**config.mk**
```make
export PLATFORM = sky130hd
export DESIGN_NAME = iptm_fill_ram
export DESIGN_NICKNAME = d
export VERILOG_FILES = /design/src/hdl/ip_to_mac_hash_table_assert.svh /design/src/hdl/iptm_pkg.sv /design/src/hdl/iptm_fill_ram.sv
export SDC_FILE = /design/constraint.sdc
export NUM_CORES = 1
export LEC_CHECK = 0
export CORE_MARGIN = 2
export CORE_UTILIZATION = 40
export CTS_CLUSTER_DIAMETER = 80
export DETAILED_ROUTE_END_ITERATION = 7
export DONT_BUFFER_PORTS = 1
export PLACE_DENSITY_LB_ADDON = 0.08
export SETUP_SLACK_MARGIN = 0.2
export SYNTH_ARGS = -nofsm -noshare
export SYNTH_HDL_FRONTEND = slang
export SYNTH_SLANG_ARGS = --single-unit
```
**constraint.sdc**
```tcl
create_clock -name clk -period 6 [get_ports clk]
set_clock_uncertainty 0.2 [all_clocks]
set_input_delay 0.9 -clock clk [delete_from_list [all_inputs] [get_ports clk]]
set_output_delay 0.9 -clock clk [all_outputs]
set_load 0.05 [all_outputs]
```
**src/hdl/ip_to_mac_hash_table_assert.svh**
```systemverilog
// assertion macros for the hash table rtl
`ifndef IP_TO_MAC_HASH_TABLE_ASSERT_SVH
`define IP_TO_MAC_HASH_TABLE_ASSERT_SVH

// same-cycle implication, checked out of reset
`define IPTM_ASSERT_NOW(label, ante, cons, msg) \
	label: assert property (@(posedge clk) disable iff (!arst_n) (ante) |-> (cons)) \
		else $error(msg);

// next-cycle implication, checked out of reset
`define IPTM_ASSERT_NEXT(label, ante, cons, msg) \
	label: assert property (@(posedge clk) disable iff (!arst_n) (ante) |=> (cons)) \
		else $error(msg);

`endif

```
**src/hdl/iptm_pkg.sv**
```systemverilog
// types and constants of the ip to mac hash table
package iptm_pkg;

	localparam int IP_W      = 32;
	localparam int MAC_W     = 48;
	localparam int BUCKETS   = 256;
	localparam int BKT_W     = 8;
	localparam int WAYS_DEF  = 4;
	localparam int FUNC_W    = 2;
	localparam int STATUS_W  = 2;

	localparam logic [MAC_W-1:0] BASE_MAC_RST = 48'hCCCC_CCCC_CC00;

	// request codes
	localparam logic [FUNC_W-1:0] FN_LOOKUP = 2'd0;
	localparam logic [FUNC_W-1:0] FN_INSERT = 2'd1;
	localparam logic [FUNC_W-1:0] FN_AUTO   = 2'd2;

	// result codes
	localparam logic [STATUS_W-1:0] ST_OK        = 2'd0;
	localparam logic [STATUS_W-1:0] ST_NOT_FOUND = 2'd1;
	localparam logic [STATUS_W-1:0] ST_FULL      = 2'd2;

	typedef struct packed {
		logic             en;
		logic [BKT_W-1:0] bucket;
		logic [IP_W-1:0]  ip;
		logic [MAC_W-1:0] mac;
	} slot_wr_t;

endpackage

```
**src/hdl/iptm_fill_ram.sv**
```systemverilog
// bucket fill counts: memory plus a valid bit per bucket so reset clears at once
module iptm_fill_ram #(
	parameter int WAYS   = iptm_pkg::WAYS_DEF,
	parameter int FILL_W = $clog2(WAYS + 1)
) (
	input  logic                       clk,
	input  logic                       arst_n,
	input  logic                       rd_en,
	input  logic [iptm_pkg::BKT_W-1:0] rd_bucket,
	output logic [FILL_W-1:0]          rd_fill,
	input  logic                       wr_en,
	input  logic [iptm_pkg::BKT_W-1:0] wr_bucket,
	input  logic [FILL_W-1:0]          wr_fill
);
	import iptm_pkg::*;

	logic [FILL_W-1:0]  fill_mem [BUCKETS];
	logic [BUCKETS-1:0] valid_q;
	logic [FILL_W-1:0]  rd_fill_q;

	always_ff @(posedge clk or negedge arst_n) begin
		if (!arst_n) begin
			valid_q <= '0;
		end else if (wr_en) begin
			valid_q[wr_bucket] <= 1'b1;
		end
	end

	always_ff @(posedge clk) begin
		if (wr_en) begin
			fill_mem[wr_bucket] <= wr_fill;
		end
	end

	// a bucket never written reads as empty
	always_ff @(posedge clk) begin
		if (rd_en) begin
			rd_fill_q <= valid_q[rd_bucket] ? fill_mem[rd_bucket] : '0;
		end
	end

	assign rd_fill = rd_fill_q;

endmodule

```
# Word-level counts from Yosys, hierarchy flattened
# Memories as Yosys holds them, arrays and structs flattened. A register that Yosys moved wholly into a read port is not among the register bits.
# Index checks and enable logic that the tools add are counted.
# W data, S select, Z words.
[word_totals] out_inout_bits=3 n_memories=1 inputBits=23 ram_bits=768 regBits=256 elab_cells=14
[memory_table] memory="fill_mem" words=256 word_bits=3 rd=1 rd_clocked_by_memory_dff=1 write_ports=1 line="iptm_fill_ram.sv:17" text="logic [FILL_W-1:0] fill_mem [BUCKETS];"
[classes] magnitude_cmp=3 n_mux=6 reduce_logical=2 bitwise=1
[op_table] operator="$or A256 B256 Y256" n=1
[op_table] operator="$lt A8 B9 Y1 const B" n=2
[op_table] operator="$bmux W1 S8" n=1
[op_table] operator="$demux W1 S8" n=1
[op_table] operator="$ge A8 B1 Y1 const B" n=1
[op_table] operator="$mux W1" n=4
[op_table] operator="$logic_and A1 B1 Y1" n=1
[op_table] operator="$logic_not A1 Y1" n=1

# Longest topological paths before layout
[depth] depth_word=5 mapped_depth=13 ltp_nobuf=7

# Worst setup path after synthesis
# OpenSTA, ideal clock, no wires.
[synth_path] kind="input port to flip-flop" from="in rd_bucket[0] in the netlist's numbering" to="reg rd_fill_q[1] (netlist: rd_fill[1]), read port of fill_mem (data pin)" setup_ns=0.254 setup_slack_ns=2.772 stages=10 required_time_ns=5.546 arrival_time_ns=2.774 n_path_buf=3 cell_sequence="buf_6 buf_12 buf_6 mux4_2 mux4_2 nor2_1 nor3_1 nor3_1 o22ai_2 o21a_1"
[synth_via] elab_chain_cells=3
[synth_lines] element="start: declaration" line="iptm_fill_ram.sv:9" text="input logic [iptm_pkg::BKT_W-1:0] rd_bucket,"
[synth_lines] element="$bmux W1 S8" line="iptm_fill_ram.sv:38" text="rd_fill_q <= valid_q[rd_bucket] ? fill_mem[rd_bucket] : '0;"
[synth_lines] element="$mux W1 (implied by the code)" line="iptm_fill_ram.sv:38"
[synth_lines] element="$logic_not A1 Y1 (no source line)"
[synth_lines] element="end: declaration" line="iptm_fill_ram.sv:19" text="logic [FILL_W-1:0] rd_fill_q;"
# Several ways; a longest one is shown, not always the timed one. The select of a mux whose other input is x is not followed.
# A chain may end at the register's enable or synchronous reset.

# Final worst setup path
[layout_path] from="in rd_bucket[0] in the netlist's numbering" to="reg rd_fill_q[2] (netlist: rd_fill[2]), read port of fill_mem (data pin)"
# The elaborated chain is that of the path after synthesis.

==> impl_metrics.ini <==
[sta]
holdWs_ns = -0.260
rsz0062_at_grt = no
relSlewSlack_pct = -0.479
setup_viol = 0
max_freq_mhz = 252
setup_ws_ns = 2.03
drv_slew = 20
setup_tns_ns = 0
period_share_pct = 66.2
post-route-min-period_ns = 3.97
worst_pin_slew_ns = 1.51
final_hold_viol_count = 256

[layout]
area_delta_synth_final_pct = 11.1
layout_common_cells = 771 x edfxtp_1, 290 x nor2_1, 256 x or2_2, 256 x dfrtp_1, 170 x mux2i_1
antennaDiodeCount = 0
layout-drive-gt1-share_pct = 24.5
fillerInstances = 9053
mostFrequentLayoutCell = edfxtp_1
multiInputGateArea_sq_um = 11000
layout.nets = 2458
regArea_sq_um = 29600

[yosys]
yosysSeqAreaShare_pct = 71.1
avgSynthCellArea_sq_um = 16.9
netlist_area_sq_um = 41600
syn_nets = 2479
synth_cell_types = 61
ys_warn_count = 0
ys_seq_elements = 1027
async_reset_ff_share_pct = 24.9
ys.flop_type = edfxtp_1
synth-edff-count = 771
synthCells = 2456

[global_route]
grt_overflow = 0
grt_util_all_layers_pct = 21.4
grt_pass1_vias = 22537
grt_pass1_wl_mm = 164
grt_max_degree = 337
grt_antenna_before_repair = 4

[die]
die_h_microns = 326
initial_core_util_pct = 40.2
fp.coreArea_sq_um = 103000
num_io_pins = 26
row_count = 118
die_area_sq_um = 106000
fp.dieW_microns = 326

[place]
post-dp-hpwl_mm = 66.6
io_buffers = 0
routabilityCongestion = 0.811
pre_cts_ws_ns = 1.65

[outcome]
outcome = finished, violations left
violations = negative hold slack, max-slew violations

[drt]
ant_nets = 0
wl_per_cell_microns = 29.1
firstDrtPassIters = 5
totalWireLength_mm = 114
drt_iter0_markers = 1958
drc_errors = 0
via_per_inst = 5.59
vias = 21869

[setup_path]
critPathKind = in2reg
start_kind = input port
worstSetupStartpoint = rd_bucket[0]
path_max_fanout = 336
arrival_ns = 4.22
reg2reg_from = valid_q[34]$_DFFE_PN0P_
critPathCaptureType = register
cp.required_ns = 6.24

[clock_network]
numClockSinks = 1027
cts_buffers = 110
insertion_delay_ns = 0.70
cts_tree = yes
htreeDepth = 3
clk_pin_slew_ns = 0.06
clockBufferDepth = 3
clockRootBuffer = clkbuf_16
post_cts_buffers = 0

[power]
peakVddDrop_v = 0.000240
p_leak_nw = 16.8
powerDensity_nw_per_um2 = 336

[job]
drv_cap = 0

[min_path]
min_path_type = in2async
-- registers in the layout (all words and copies together), names as in the netlist --
signal / cells
fill_mem: 768
rd_fill: 3
valid_q: 256
-- final cells by class --
type,count,area share (%)
tap,1380,3.74
inverter,6,0.0488
clock buffer,156,6.76
multi-input combinational,1279,23.9
timing repair buffer,11,0.179
clock inverter,54,1.30
sequential,1027,64.0
-- final timing paths --
kind | to | slack, ns | cells past startpoint
max reg2reg | rd_fill[2]$_SDFFCE_PN0P_ | 3.05 | 7
min reg2reg | valid_q[232]$_DFFE_PN0P_ | 0.26 | 1
min in group clk | fill_mem[35][2]$_DFFE_PP_ | 0.12 | 0
min | valid_q[217]$_DFFE_PN0P_ | -0.26 | 0
max | rd_fill[2]$_SDFFCE_PN0P_ | 2.03 | 7
max in group asynchronous | valid_q[40]$_DFFE_PN0P_ | 5.30 | 0
-- power by group --
group	leakage, nW	internal, mW	switching [mW]
Clock	1.81	4.13	2.80
Sequential	10.4	7.81	0.0756
Combinational	4.63	0.348	0.325
-- worst max-delay path: stages --
cell and delay, ns:
mux4_2 1.01, mux4_2 0.48, mux2i_1 0.28, o21ai_1 0.11, a21oi_1 0.37, o22ai_2 0.21
o21a_1 0.15
-- cell usage after synthesis (3+ instances only) --
| cell | n | area [sq um] |
|---|---|---|
| or2_2 | 256 | 1600 |
| o211ai_1 | 4 | 30.0 |
| o21a_1 | 3 | 22.5 |
| nor2_1 | 290 | 1090 |
| edfxtp_1 | 771 | 23200 |
| nor3_1 | 27 | 135 |
| dfrtp_1 | 256 | 6410 |
| o21ai_0 | 21 | 105 |
| buf_8 | 13 | 195 |
| o22ai_1 | 35 | 219 |
| nand3_1 | 29 | 145 |
| o221ai_1 | 73 | 639 |
| buf_4 | 13 | 97.6 |
| a32oi_1 | 3 | 26.3 |
| inv_1 | 6 | 22.5 |
| a21oi_1 | 47 | 235 |
| mux4_2 | 167 | 3760 |
| nor4_1 | 5 | 31.3 |
| nand4_1 | 14 | 87.6 |
| nor2b_1 | 12 | 75.1 |
| a22oi_1 | 4 | 30.0 |
| a31oi_1 | 5 | 31.3 |
| mux2i_1 | 170 | 1700 |
| buf_2 | 16 | 80.1 |
| clkbuf_8 | 5 | 68.8 |
| buf_1 | 5 | 18.8 |
| mux4_1 | 18 | 473 |
| clkbuf_1 | 67 | 251 |
| nand2_1 | 57 | 214 |
| buf_6 | 23 | 259 |
-- through the flow --
step	hold WS [ns]	instance area [sq um]	cells	power, mW	util [%]
2_1_floorplan	0.230	41600	2456	8.59	-
3_3_place_gp	0.241	42400	3703	8.67	41.1
3_5_place_dp	0.248	42400	3703	8.69	41.1
4_1_cts	-0.295	46200	3913	15.6	44.7
5_1_grt	-0.294	46200	3913	16.0	44.7
6_report	-0.260	46200	3913	15.5	44.7
-- logic make-up after synthesis --
logic type      Yosys count  synth area share [%]
compound gates          219                  3.74
buf+inv                 150                  2.46
flops                  1027                  71.1
mux                     356                  14.3
simple gates            704                  8.37
-- layer usage --
metal	global-route usage (%)	vias up	routed length [microns]	share of wire, %
li1	-	9482	-	-
met1	30.0	11563	49700	44
met2	33.4	663	53300	47
met3	5.02	157	7920	6.9
met4	6.73	4	3080	2.7
met5	0	-	17	0.015
-- what timing repair did --
item / in CTS / in global routing
gates resized for setup: 0 / 0
endpoints found under the setup margin: 0 / 0
hold endpoints to repair: 256 / 256
Note: power is estimated with default switching activity, not from simulation.
